[config.mk]
export PLATFORM = sky130hd
export DESIGN_NAME = short_name_8_3_converter
export DESIGN_NICKNAME = d
export VERILOG_FILES = /design/src/rtl/s83c_pkg.sv /design/src/rtl/s83c_in_stage.sv /design/src/rtl/s83c_accum.sv /design/src/rtl/s83c_out_stage.sv /design/src/rtl/short_name_8_3_converter.sv
export SDC_FILE = /design/constraint.sdc
export NUM_CORES = 1
export LEC_CHECK = 0
export BUFFER_PORTS_ARGS = -buffer_cell sky130_fd_sc_hd__buf_4
export CORE_AREA = 2 2 128 130
export DETAILED_ROUTE_END_ITERATION = 10
export DIE_AREA = 0 0 130 132
export PLACE_DENSITY = 0.75
export SLEW_MARGIN = 15
export SYNTH_ARGS = -nofsm -noshare
export SYNTH_HDL_FRONTEND = slang
export SYNTH_SLANG_ARGS = --single-unit
[constraint.sdc]
create_clock -name clock -period 4.1 [get_ports clock]
set_clock_uncertainty 0.2 [all_clocks]
set_input_delay 0.205 -clock clock [delete_from_list [all_inputs] [get_ports clock]]
set_output_delay 0.205 -clock clock [all_outputs]
set_load 0.1 [all_outputs]
[src/rtl/s83c_pkg.sv]
// Shared constants and types for the 8.3 short name converter.
package s83c_pkg;

   localparam int BASE_LEN  = 8;
   localparam int EXT_LEN   = 3;
   localparam int BYTE_W    = 8;
   localparam int COUNT_W   = 4;
   localparam int BASE_IDX_W = $clog2(BASE_LEN);
   localparam int EXT_IDX_W  = $clog2(EXT_LEN);

   localparam logic [BYTE_W-1:0]  SPACE_CHAR = 8'h20;
   localparam logic [BYTE_W-1:0]  DOT_CHAR   = 8'h2E;
   localparam logic [BYTE_W-1:0]  LOWER_A    = 8'h61;
   localparam logic [BYTE_W-1:0]  LOWER_Z    = 8'h7A;
   localparam logic [BYTE_W-1:0]  UPPER_A    = 8'h41;
   localparam logic [BYTE_W-1:0]  UPPER_Z    = 8'h5A;
   localparam logic [BYTE_W-1:0]  DIGIT_0    = 8'h30;
   localparam logic [BYTE_W-1:0]  DIGIT_9    = 8'h39;
   localparam logic [BYTE_W-1:0]  CASE_DIFF  = 8'h20;
   localparam logic [COUNT_W-1:0] COUNT_MAX  = 4'd15;

   localparam logic [COUNT_W-1:0] BASE_LIMIT = COUNT_W'(BASE_LEN);
   localparam logic [COUNT_W-1:0] EXT_LIMIT  = COUNT_W'(EXT_LEN);

   typedef struct packed {
      logic [BYTE_W-1:0] char_code;
      logic              end_of_name;
   } beat_type;

   typedef struct packed {
      logic                         name_ok;
      logic [BASE_LEN*BYTE_W-1:0]   base_part;
      logic [EXT_LEN*BYTE_W-1:0]    ext_part;
   } result_type;

endpackage

[src/rtl/s83c_in_stage.sv]
// Input register holding one request beat.
module s83c_in_stage
   import s83c_pkg::*;
(
   input  logic     clock,
   input  logic     reset,
   input  logic     req_valid,
   input  beat_type req_beat,
   output logic     req_stall,
   input  logic     advance,
   output logic     in_valid,
   output beat_type in_beat
);

   logic     in_valid_ff, in_valid_in;
   beat_type beat_ff, beat_in;
   logic     load;

   assign req_stall = in_valid_ff && !advance;
   assign load      = req_valid && !req_stall;

   always_comb begin
      in_valid_in = in_valid_ff;
      beat_in     = beat_ff;
      if (load) begin
         in_valid_in = 1'b1;
         beat_in     = req_beat;
      end else if (advance) begin
         in_valid_in = 1'b0;
      end
   end

   always_ff @(posedge clock) begin
      if (reset) begin
         in_valid_ff <= 1'b0;
      end else begin
         in_valid_ff <= in_valid_in;
      end
      beat_ff <= beat_in;
   end

   assign in_valid = in_valid_ff;
   assign in_beat  = beat_ff;

endmodule

[src/rtl/s83c_accum.sv]
// Name state: count, dot tracking, reject flag and the 11 name bytes.
module s83c_accum
   import s83c_pkg::*;
(
   input  logic       clock,
   input  logic       reset,
   input  logic       fire,
   input  beat_type   beat,
   output result_type result
);

   logic [COUNT_W-1:0] count_ff, count_in;
   logic               dot_seen_ff, dot_seen_in;
   logic [COUNT_W-1:0] dot_pos_ff, dot_pos_in;
   logic               reject_ff, reject_in;
   logic [BYTE_W-1:0]  base_ff [BASE_LEN];
   logic [BYTE_W-1:0]  base_in [BASE_LEN];
   logic [BYTE_W-1:0]  ext_ff  [EXT_LEN];
   logic [BYTE_W-1:0]  ext_in  [EXT_LEN];

   logic [BYTE_W-1:0]  c;
   logic               is_lower, is_cap, is_digit, is_dot;
   logic [BYTE_W-1:0]  upper_c;
   logic [COUNT_W-1:0] ext_idx;
   logic [COUNT_W:0]   dot_next;
   logic               ok;

   assign c        = beat.char_code;
   assign is_lower = (c >= LOWER_A) && (c <= LOWER_Z);
   assign is_cap   = (c >= UPPER_A) && (c <= UPPER_Z);
   assign is_digit = (c >= DIGIT_0) && (c <= DIGIT_9);
   assign is_dot   = (c == DOT_CHAR);
   assign upper_c  = is_lower ? (c - CASE_DIFF) : c;
   assign ext_idx  = count_ff - dot_pos_ff - COUNT_W'(1);
   assign dot_next = {1'b0, dot_pos_ff} + (COUNT_W+1)'(1);

   // trailing dot: last character was the dot
   assign ok = !reject_ff && (count_ff != '0) &&
               !(dot_seen_ff && ({1'b0, count_ff} == dot_next));

   always_comb begin
      result.name_ok = ok;
      for (int i = 0; i < BASE_LEN; i++) begin
         result.base_part[(BASE_LEN-1-i)*BYTE_W +: BYTE_W] = ok ? base_ff[i] : '0;
      end
      for (int i = 0; i < EXT_LEN; i++) begin
         result.ext_part[(EXT_LEN-1-i)*BYTE_W +: BYTE_W] = ok ? ext_ff[i] : '0;
      end
   end

   always_comb begin
      count_in    = count_ff;
      dot_seen_in = dot_seen_ff;
      dot_pos_in  = dot_pos_ff;
      reject_in   = reject_ff;
      base_in     = base_ff;
      ext_in      = ext_ff;
      if (fire) begin
         if (beat.end_of_name) begin
            count_in    = '0;
            dot_seen_in = 1'b0;
            dot_pos_in  = '0;
            reject_in   = 1'b0;
            for (int i = 0; i < BASE_LEN; i++) base_in[i] = SPACE_CHAR;
            for (int i = 0; i < EXT_LEN; i++)  ext_in[i]  = SPACE_CHAR;
         end else begin
            if (is_dot) begin
               if (dot_seen_ff) begin
                  reject_in = 1'b1;
               end else begin
                  dot_seen_in = 1'b1;
                  dot_pos_in  = count_ff;
               end
            end else if (!(is_lower || is_cap || is_digit)) begin
               reject_in = 1'b1;
            end else if (!dot_seen_ff) begin
               if (count_ff < BASE_LIMIT) begin
                  if (!reject_ff) base_in[count_ff[BASE_IDX_W-1:0]] = upper_c;
               end else begin
                  reject_in = 1'b1;
               end
            end else if (count_ff > dot_pos_ff) begin
               if (ext_idx < EXT_LIMIT) begin
                  if (!reject_ff) ext_in[ext_idx[EXT_IDX_W-1:0]] = upper_c;
               end else begin
                  reject_in = 1'b1;
               end
            end else begin
               reject_in = 1'b1;
            end
            if (count_ff != COUNT_MAX) count_in = count_ff + COUNT_W'(1);
         end
      end
   end

   always_ff @(posedge clock) begin
      if (reset) begin
         count_ff    <= '0;
         dot_seen_ff <= 1'b0;
         dot_pos_ff  <= '0;
         reject_ff   <= 1'b0;
         for (int i = 0; i < BASE_LEN; i++) base_ff[i] <= SPACE_CHAR;
         for (int i = 0; i < EXT_LEN; i++)  ext_ff[i]  <= SPACE_CHAR;
      end else begin
         count_ff    <= count_in;
         dot_seen_ff <= dot_seen_in;
         dot_pos_ff  <= dot_pos_in;
         reject_ff   <= reject_in;
         base_ff     <= base_in;
         ext_ff      <= ext_in;
      end
   end

endmodule

[src/rtl/s83c_out_stage.sv]
// Result register on the response side.
module s83c_out_stage
   import s83c_pkg::*;
(
   input  logic       clock,
   input  logic       reset,
   input  logic       load,
   input  result_type result,
   output logic       out_ready,
   output logic       rsp_valid,
   input  logic       rsp_stall,
   output result_type rsp_result
);

   logic       rsp_valid_ff, rsp_valid_in;
   result_type result_ff, result_in;

   assign out_ready    = !rsp_valid_ff || !rsp_stall;
   assign rsp_valid_in = load || (rsp_valid_ff && rsp_stall);
   assign result_in    = load ? result : result_ff;

   always_ff @(posedge clock) begin
      if (reset) begin
         rsp_valid_ff <= 1'b0;
      end else begin
         rsp_valid_ff <= rsp_valid_in;
      end
      result_ff <= result_in;
   end

   assign rsp_valid  = rsp_valid_ff;
   assign rsp_result = result_ff;

endmodule

[src/rtl/short_name_8_3_converter.sv]
// Top level of the 8.3 short name converter.
//
//   channel  direction  handshake              payload
//   req      in         req_valid / req_stall  req_char_code[7:0], req_end_of_name
//   rsp      out        rsp_valid / rsp_stall  rsp_name_ok, rsp_base_part[63:0],
//                                              rsp_ext_part[23:0]
//
// One beat per cycle is taken while req_stall is low. A beat is captured in
// the input register; as it leaves, a character beat updates the name state
// and an end beat loads the result register, from which the result is taken.
// Reset clears the name to all spaces and empties both registers.
// An end beat waits in the input register while a result is stalled;
// character beats keep flowing past a stalled result.
module short_name_8_3_converter
   import s83c_pkg::*;
(
   input  logic                       clock,
   input  logic                       reset,
   input  logic                       req_valid,
   output logic                       req_stall,
   input  logic [BYTE_W-1:0]          req_char_code,
   input  logic                       req_end_of_name,
   output logic                       rsp_valid,
   input  logic                       rsp_stall,
   output logic                       rsp_name_ok,
   output logic [BASE_LEN*BYTE_W-1:0] rsp_base_part,
   output logic [EXT_LEN*BYTE_W-1:0]  rsp_ext_part
);

   beat_type   req_beat, in_beat;
   logic       in_valid, advance, out_ready, result_load;
   result_type result, rsp_result;

   assign req_beat.char_code   = req_char_code;
   assign req_beat.end_of_name = req_end_of_name;

   assign advance     = in_valid && (!in_beat.end_of_name || out_ready);
   assign result_load = advance && in_beat.end_of_name;

   s83c_in_stage u_in_stage (
      .clock     (clock),
      .reset     (reset),
      .req_valid (req_valid),
      .req_beat  (req_beat),
      .req_stall (req_stall),
      .advance   (advance),
      .in_valid  (in_valid),
      .in_beat   (in_beat)
   );

   s83c_accum u_accum (
      .clock  (clock),
      .reset  (reset),
      .fire   (advance),
      .beat   (in_beat),
      .result (result)
   );

   s83c_out_stage u_out_stage (
      .clock      (clock),
      .reset      (reset),
      .load       (result_load),
      .result     (result),
      .out_ready  (out_ready),
      .rsp_valid  (rsp_valid),
      .rsp_stall  (rsp_stall),
      .rsp_result (rsp_result)
   );

   assign rsp_name_ok   = rsp_result.name_ok;
   assign rsp_base_part = rsp_result.base_part;
   assign rsp_ext_part  = rsp_result.ext_part;

endmodule
==> flow_summary.yaml <==
timing:
  slew_headroom: 0.209
  fin_tns_setup_ns: 0
  hold_violations: 0
  drv_slew: 0
  timing_worst_slew_pin_value_ns: 1.18
  fin_crit_ns: 3.15
  finalCritPeriodShare: 0.769
  setup_viol: 0
  fmax_mhz: 317
  rsz0062_at_grt: "no"
hold_path:
  min_from: "u_accum.base_ff[61]"
  hold_path_class: "register to register"
  holdPathStages: 2
  holdPathEnd: "u_accum.base_ff[61]"
worst_setup_path:
  worstRegToRegCells: 6
  crit_path_cell_trace: "inv_1 -> fa_1 -> nor2b_1 -> nand4_1 -> nor4b_4 -> mux2i_1"
  worstPathRequired_ns: 4.26
  r2r-end: "u_accum.ext_ff[14]"
  reg2reg_from: "u_accum.count_ff[1]"
  r2r_slack_ns: 0.95
  slowest_stage: "nor4b_4"
  start_kind: "register"
  slowest_delay_ns: 0.66
  end_kind: "register"
  crit_type: "register to register"
  cp_max_fo: 13
  critPathArrivalTime_ns: 3.31
finish:
  num_antenna_cells: 0
  fin_util: 0.619
  nets: 805
  final_cell_area_um2: 9730
  final-instance-count-excl-fill: 1009
  drive_gt1_frac: 0.209
  synthToLayoutAreaGrowth_pct: 20.9
pwr:
  vdd_drop_max_v: 0.000254
  p_total_mw: 4.16
  p_leak_nw: 3.86
  powerDensity_nw_per_um2: 427
synth:
  ys_async_sr_fraction: 0
  syn_area_per_cell_um2: 11.9
  synth_enable_flop_cells: 98
  synth_area_leaders: "edfxtp_1, dfxtp_1, and2_1, mux2i_1, nand2_1"
  syn_nets: 700
  synth.cell_area_um2: 8050
  synthDominantCellAreaShare: 0.366
  synthCells: 675
  post-synth-top-area-cell: "edfxtp_1"
  ys.warnings.count: 0
  ys_ff_latch: 198
  ys_types: 63
  synth_top_flop_cell: "dfxtp_1"
  yosysSeqAreaShare: 0.614
floorplanning:
  core.rowCount: 46
  dieArea_um2: 17200
  die_y_um: 132
  die_w_um: 130
  coreArea_um2: 15700
  initial_core_util: 0.512
  pin_count: 104
run_status:
  outcome: "completed"
clock_network:
  cts_tree: "done"
  cts-buffers-inserted: 17
  ctsRootBufferMaster: "clkbuf_16"
  htree_levels: 4
  cts.sinks: 198
  clock_path_buffers: 2
  postCtsSetupBuffers: 0
  clock_latency_ns: 0.43
  clkTransAtPathRegs_ns: 0.07
global_route:
  grt_pass1_wl_um: 29300
  grt.overflow.total: 0
  grt.total_usage: 0.223
  grt_max_degree: 90
  antenna_found_initial: 0
  grt_pass1_vias: 5525
place:
  port-buffer-count: 103
  dpl_cell_area_um2: 8990
  dp_hpwl_um: 12200
  finalWeightedCongestion: 0.913
  dpl.cell_count: 963
routing:
  wire_per_inst_um: 17.9
  drcViolationCount: 0
  ant_nets: 0
  drt-total-wl_um: 18000
  drtIter0Drc: 338
  via_count: 5418
  dr.pass1.iters: 6
  vias_per_cell: 5.37
flow_run:
  cap_violations: 0
## worst max-delay path: cells and delay by family (launching register included)
family	cells	cell delay, ns
simple gates	3	1.13
flops	1	0.64
buf+inv	1	0.23
mux	1	0.26
fa+ha+maj	1	0.62
## stage by stage
step / hold WS (ns) / setup WS, ns
3_3_place_gp: 0.183 / 1.22
5_1_grt: 0.274 / 0.743
3_5_place_dp: 0.184 / 1.07
2_1_floorplan: 0.104 / 0.573
6_report: 0.247 / 0.948
4_1_cts: 0.250 / 1.03
## where the power goes
group	leakage [nW]	internal (mW)	switching, mW	total, mW
logic	1.83	0.0773	0.283	0.360
clock network	0.293	0.958	0.714	1.67
registers	1.73	2.10	0.0240	2.12
## logic make-up (layout without fill, tap and decap cells)
kind of cell,count (synthesis),after routing,synth area share
flops,198,198,0.614
compound gates,95,95,0.0965
buf+inv,60,178,0.0295
xor+xnor,5,5,0.00544
mux,40,40,0.0497
simple gates,265,265,0.185
fa+ha+maj,12,12,0.0196
## registers in the layout, summed over array words and instances, names as in the netlist
register	cells
u_accum.base_ff	64
u_out_stage.rsp_result	89
u_accum.reject_ff	1
u_in_stage.in_beat	9
u_accum.count_ff	4
u_accum.dot_seen_ff	1
u_accum.dot_pos_ff	4
u_in_stage.in_valid	1
u_accum.ext_ff	24
u_out_stage.rsp_valid	1
## layout make-up
type | instances | area (µm²)
Inverter | 25 | 93.8
Tap cell | 216 | 270
Fill cell | 1235 | 5980
Clock buffer | 19 | 433
Clock inverter | 13 | 154
Sequential cell | 198 | 4940
Multi-Input combinational cell | 417 | 2890
Timing Repair Buffer | 121 | 943
## per-layer routing
metal,share of wire,global-route usage,vias up
met2,0.49,0.361,165
met3,0.052,0.0487,21
met1,0.44,0.297,2638
met5,0,0,-
li1,-,-,2594
met4,0.016,0.0729,0
## Yosys cell counts (5+ instances only)
library cell and count:
dfxtp_1 100, edfxtp_1 98, and2_1 90, nand2_1 72, mux2i_1 40, nor2_1 37
clkbuf_1 26, inv_1 25, a22o_1 21, o2bb2ai_1 14, a21oi_1 13, nand2b_1 12
ha_1 11, nor2b_1 10, and3_1 8, a22oi_1 7, nand3_1 7, o22ai_1 7
o21ai_0 5
## worst max path at each step
stage	start	to	slack, ns
CTS	u_accum.count_ff[1]	u_accum.ext_ff[13]	1.03
finish	u_accum.count_ff[1]	u_accum.ext_ff[14]	0.95
detailed placement	u_accum.count_ff[1]	u_accum.ext_ff[13]	1.07
global placement	u_in_stage.in_beat[6]	u_accum.ext_ff[13]	1.22
floorplan	u_out_stage.rsp_valid	u_in_stage.in_beat[0]	0.57
global route	u_accum.count_ff[1]	u_accum.ext_ff[14]	0.74
## layout by cell type (no fill, tap or decap), drive strengths merged, types with 5 or more instances in the layout
cell type	instances
a21oi	18
a22o	21
a22oi	7
and2	90
and3	8
buf	107
clkbuf	19
clkinv	8
dfxtp	100
dlygate4sd3	14
edfxtp	98
ha	11
inv	27
mux2i	40
nand2	72
nand2b	12
nand3	8
nand4	7
nor2	37
nor2b	10
o21ai	5
o22ai	7
o2bb2ai	14
## repair_timing
action | 4_1_cts | 5_1_grt
hold buffers | 14 | 0
resized for setup | 0 | 0
hold endpoints to repair | 19 | 0
(Power assumes the default switching activity.)
